## config.mk

```make
export PLATFORM = sky130hd
export DESIGN_NAME = idr_step
export DESIGN_NICKNAME = d
export VERILOG_FILES = /design/src/rtl/core/idr_pkg.sv /design/src/rtl/core/idr_step.sv
export SDC_FILE = /design/constraint.sdc
export NUM_CORES = 1
export LEC_CHECK = 0
export ABC_AREA = 1
export ABC_CLOCK_PERIOD_IN_PS = 14700
export BUFFER_PORTS_ARGS = -buffer_cell sky130_fd_sc_hd__buf_2
export CORE_MARGIN = 5
export CORE_UTILIZATION = 53
export DETAILED_ROUTE_END_ITERATION = 12
export GPL_TIMING_DRIVEN = 1
export PLACE_DENSITY = 0.79
export SYNTH_ARGS = -nofsm -noshare
export SYNTH_HDL_FRONTEND = slang
export SYNTH_SLANG_ARGS = --single-unit
```

## constraint.sdc

```tcl
create_clock -name clk -period 14.7 [get_ports clk]
set_clock_uncertainty 0.05 [all_clocks]
set_input_delay 0.735 -clock clk [delete_from_list [all_inputs] [get_ports clk]]
set_output_delay 0.735 -clock clk [all_outputs]
set_load 0.02 [all_outputs]
```

## src/rtl/core/idr_pkg.sv

```systemverilog
// ----------------------------------------------------------------------------
// idr_pkg
// Shared widths, command codes and per-word side information for the
// integer divide/remainder core.
// ----------------------------------------------------------------------------
package idr_pkg;

	localparam int unsigned DW = 64;
	localparam int unsigned HW = 32;
	localparam int unsigned STEPS = DW;

	typedef enum logic [1:0] {
		CMD_S64 = 2'd0,
		CMD_U64 = 2'd1,
		CMD_S32 = 2'd2,
		CMD_U32 = 2'd3
	} cmd_t;

	typedef struct packed {
		logic neg_q;
		logic neg_r;
		logic zero;
		logic narrow;
	} idr_side_t;

endpackage

```

## src/rtl/core/idr_step.sv

```systemverilog
// ----------------------------------------------------------------------------
// idr_step
// One registered restoring shift-subtract step with its own valid/ready stage.
// ----------------------------------------------------------------------------
module idr_step (
	input  logic                         clk,
	input  logic                         arst_n,
	input  logic                         in_valid,
	output logic                         in_ready,
	input  logic [idr_pkg::DW-1:0]       in_acc,
	input  logic [idr_pkg::DW-1:0]       in_nq,
	input  logic [idr_pkg::DW-1:0]       in_den,
	input  idr_pkg::idr_side_t           in_side,
	output logic                         out_valid,
	input  logic                         out_ready,
	output logic [idr_pkg::DW-1:0]       out_acc,
	output logic [idr_pkg::DW-1:0]       out_nq,
	output logic [idr_pkg::DW-1:0]       out_den,
	output idr_pkg::idr_side_t           out_side
);

	localparam int unsigned W = idr_pkg::DW;

	logic               valid_q;
	logic [W-1:0]       acc_q;
	logic [W-1:0]       nq_q;
	logic [W-1:0]       den_q;
	idr_pkg::idr_side_t side_q;

	logic               carry;
	logic [W-1:0]       shifted;
	logic [W:0]         diff;
	logic               take;
	logic               load;

	assign carry   = in_acc[W-1];
	assign shifted = {in_acc[W-2:0], in_nq[W-1]};
	assign diff    = {carry, shifted} - {1'b0, in_den};
	assign take    = carry | ~diff[W];

	assign in_ready = ~valid_q | out_ready;
	assign load     = in_valid & in_ready;

	always_ff @(posedge clk or negedge arst_n) begin
		if (!arst_n) begin
			valid_q <= 1'b0;
		end else if (in_ready) begin
			valid_q <= in_valid;
		end
	end

	always_ff @(posedge clk) begin
		if (load) begin
			acc_q  <= take ? diff[W-1:0] : shifted;
			nq_q   <= {in_nq[W-2:0], take};
			den_q  <= in_den;
			side_q <= in_side;
		end
	end

	assign out_valid = valid_q;
	assign out_acc   = acc_q;
	assign out_nq    = nq_q;
	assign out_den   = den_q;
	assign out_side  = side_q;

endmodule

```

-- Word-level counts from Yosys, hierarchy flattened
Index checks and enable logic that the tools add are counted.
- flip-flop bits (word level): 197
- input bits: 200
- output and inout port bits: 198
- add/sub/neg operators: 1
- multiplexer cells: 1
- bitwise gates (word level): 5
- operator list (operator ; count):
    65-bit by 64-bit subtractor with 65-bit output ; 1
    64-bit 2-to-1 mux ; 1
    1-bit inverter ; 2
    1-bit OR ; 2
    1-bit AND ; 1

-- Depth between registers and ports, before layout
- depth after elaboration: 4
- gate-level depth with buffers: 18
- mapped depth without buffers: 17

-- Worst setup path before layout
Ideal clock, no wire load.
- path type: input to register
- start: in in_valid
- end: reg acc_q[0], in the netlist out_acc[0] (enable)
- buffers on the path: 0
- slack: 3645 ps
- arrival: 10187 ps
- stages on the path: 2
- required time: 13832 ps
- cells stage by stage: inv_1 a21oi_1
- word-level cells in the longest chain between the ends: 1
- ends and longest elaborated chain (element ; line ; text):
    start: declaration ; idr_step.sv:8 ; input logic in_valid,
    1-bit AND ; idr_step.sv:42 ; assign load = in_valid & in_ready;
    via load ; idr_step.sv:34 ; logic load;
    end signal: assignment ; idr_step.sv:54 ; acc_q <= take ? diff[W-1:0] : shifted;
    end: declaration ; idr_step.sv:25 ; logic [W-1:0] acc_q;
The timed path passes the listed nets, and every way through them passes these cells.
A chain may end at the register's enable or synchronous reset.

-- Worst setup path after layout
- start: in in_nq[63] in the netlist's numbering
- end: reg acc_q[34], in the netlist out_acc[34], data pin
- word-level cells in the longest chain between the ends: 4
- ends and longest elaborated chain (element ; line ; text):
    start: declaration ; idr_step.sv:11 ; input logic [idr_pkg::DW-1:0] in_nq,
    65-bit by 64-bit subtractor with 65-bit output * ; idr_step.sv:38 ; assign diff = {carry, shifted} - {1'b0, in_den};
    1-bit inverter ; idr_step.sv:39 ; assign take = carry | ~diff[W];
    1-bit OR ; idr_step.sv:39 ;
    64-bit 2-to-1 mux * ; idr_step.sv:54 ;
Mark *: on every way between the ends. The rest lies on a longest branch, timed or not.

==> metrics.yaml <==
status: "finished clean"
synth.most_common_cell: "nand2_1"
cp_top_family: "simple AND/OR/NAND/NOR gates"
cts.clk_slew.worst_paths_ps: 90
vias: 13040
dieHeight_um: 167.8
startpoint: "in_nq[63]"
numCtsBuffers: 17
ant_nets: 0
portBuffers: 397
netlist-cell-type-count: 34
root_buffer: "clkbuf_16"
min_period_over_period_pct: 22.63
finalNetCount: 2462
worstSetupStartpointType: "primary input"
ff2ff_path_depth: 3
setup.worst_path.end: "out_acc[34]$_DFFE_PP_"
cp_slowest_cell: "nand3_4"
ys_seq_area_share_pct: 44.80
cpPeakStageDelay_ps: 690
initialDrtViolationCount: 1227
clkSinkCount: 197
cts_max_level: 4
synth_edf_count: 196
grtUsageTotal_pct: 32.88
synthTopCellsByArea: "edfxtp_1, nand2_1, inv_1, ha_1, nand3_1"
slew_viol_final: 0
drive_gt1_share_pct: 21.63
cp.depth: 17
dieWidth_um: 167.8
setup_viol: 0
cp_max_fo: 67
multiInputGateArea_um2: 5599
syn2layout_area_growth_pct: 22.21
worstReg2RegStart: "out_valid$_DFFE_PN0N_"
synth_fp_nets: 2059
path_buf_inv: 3
cts_tree: "built"
grt_pass1_wl_mm: 71.74
cp.arrival_ps: 3460
crit_required_ps: 14830
synth-seq-cells: 197
regArea_um2: 5911
first_pass_iters: 8
crit_type: "in -> reg"
wl_per_cell_um: 19.01
die-area_um2: 28150
rrSetupSlack_ps: 12000
first_global_vias: 12790
grt-ovfl-total: 0
crit_chain: "buf_2 -> inv_1 -> ha_1 -> fa_1 -> inv_1 -> nand3_1 -> nand2_2 -> nand2_1 -> nand2_2 -> nand2_1 -> nand2_2 -> nand2_1 -> nand2_2 -> nand2_2 -> nand3_4 -> nand3_1 -> nand2_1"
worstSkewPairLatency_ps: 450
wl_mm: 48.19
start_util_pct: 54.09
worstMarginPinSlew_ps: 1054
synthArstFlopShare_pct: 0.5076
synth_top_area_cell: "edfxtp_1"
place_ws_ps: 11000
core_um2: 24390
clock_path_buffers: 2
ys_top_cells_by_count: "nand2_1, inv_1, edfxtp_1"
grt_max_degree: 80
antenna_found_initial: 6
row_count: 57
fin_crit_ps: 3326
yosysTopAreaCellShare_pct: 44.61
drc: 0
hold_path_depth: 1
hold_viol_final: 0
worst_slack_ps: 11370
peakVddDrop_mv: 0.07995
cellPowerDensity_nw_per_um2: 101.3
reg2reg_to: "out_acc[57]$_DFFE_PP_"
max_cap_violations: 0
fill_cells: 2131
cpMostUsedCell: "nand2_2"
cts_resized: 0
relSlewSlack_pct: 29.71
synth_ff_type: "edfxtp_1"
power.leakage_nw: 8.951
cp-end-kind: "register"
gp_congestion: 1.021
whs_ps: 401.6
io_pins: 398
synth_warnings: 0
synth.avg_cell_area_um2: 7.354
vias_per_cell: 5.144
fmax_mhz: 300.6
min_path_type: "in -> reg"
synth_cells: 1794
fin_setup_tns_ps: 0
rsz0062_at_grt: "false"
synth_area_um2: 13190
dp_hpwl_mm: 39.12
==> sequential cells by signal, indices dropped and copies added, names as in the netlist <==
register	flops
out_valid	1
out_nq	64
out_den	64
out_side	4
out_acc	64
==> repair_timing <==
| item | CTS | global route |
|---|---|---|
| buffers inserted | 0 | 0 |
| hold endpoints to repair | 1 | 0 |
| hold buffers | 1 | 0 |
| setup endpoints to repair | 0 | 0 |
==> how the worst min path moves through the flow <==
stage / start / endpoint / slack [ps]
after floorplan: arst_n / out_valid$_DFFE_PN0N_ / 390
after global routing: in_nq[44] / out_nq[45]$_DFFE_PP_ / 390
final: in_nq[32] / out_nq[33]$_DFFE_PP_ / 400
after CTS: in_nq[32] / out_nq[33]$_DFFE_PP_ / 400
after global placement: arst_n / out_valid$_DFFE_PN0N_ / 470
after detailed placement: arst_n / out_valid$_DFFE_PN0N_ / 480
==> cell families after synthesis <==
kind of cell / share of synthesized area, %
AOI/OAI and AO/OA: 1.679
adders and majority gates: 6.222
xor gates and xnor gates: 2.058
buffers and inverters: 12.84
DFF: 44.80
and+or+nand+nor: 32.40
==> metal layers <==
layer	up-vias	track usage (%)	wire length, um
li1	6332	-	-
met1	5920	40.43	18550
met2	686	56.45	23230
met3	97	8.324	4706
met4	6	11.43	1662
met5	-	0	40
==> power breakdown <==
| group | switching (mW) | internal, mW | leakage (nW) |
|---|---|---|---|
| Clock | 0.268 | 0.235 | 0.301 |
| Combinational | 0.308 | 0.139 | 6.77 |
| Sequential | 0.0100 | 0.673 | 1.88 |
| Total | 0.587 | 1.05 | 8.95 |
==> final cells by class <==
cell class                      count  share of cell area [%]
Sequential cell                   197                   36.66
Multi-Input combinational cell   1165                   34.73
Timing Repair Buffer              403                   12.62
Inverter                          413                   9.615
Clock buffer                       17                   2.639
Tap cell                          324                   2.514
Clock inverter                     15                   1.211
Antenna cell                        1                 0.01552
==> placed cells by master (no fill, tap or decap), types with 17 or more instances in the layout <==
cell / n
nand4_1: 17
nand2_1: 698
buf_2: 397
nand3_1: 149
inv_1: 401
ha_1: 64
nor2_1: 114
edfxtp_1: 196
xor2_1: 30
clkbuf_16: 17
a21oi_1: 38
==> through the flow <==
stage,utilization [%],instance area (um2),power [mW],cells
finish,66.10,16120,1.634,2535
global route,66.10,16120,1.704,2535
CTS,66.09,16120,1.628,2534
detailed placement,63.51,15490,1.134,2501
global placement,63.51,15490,1.125,2501
floorplan,-,13190,0.9918,1794
(Power assumes the default switching activity.)
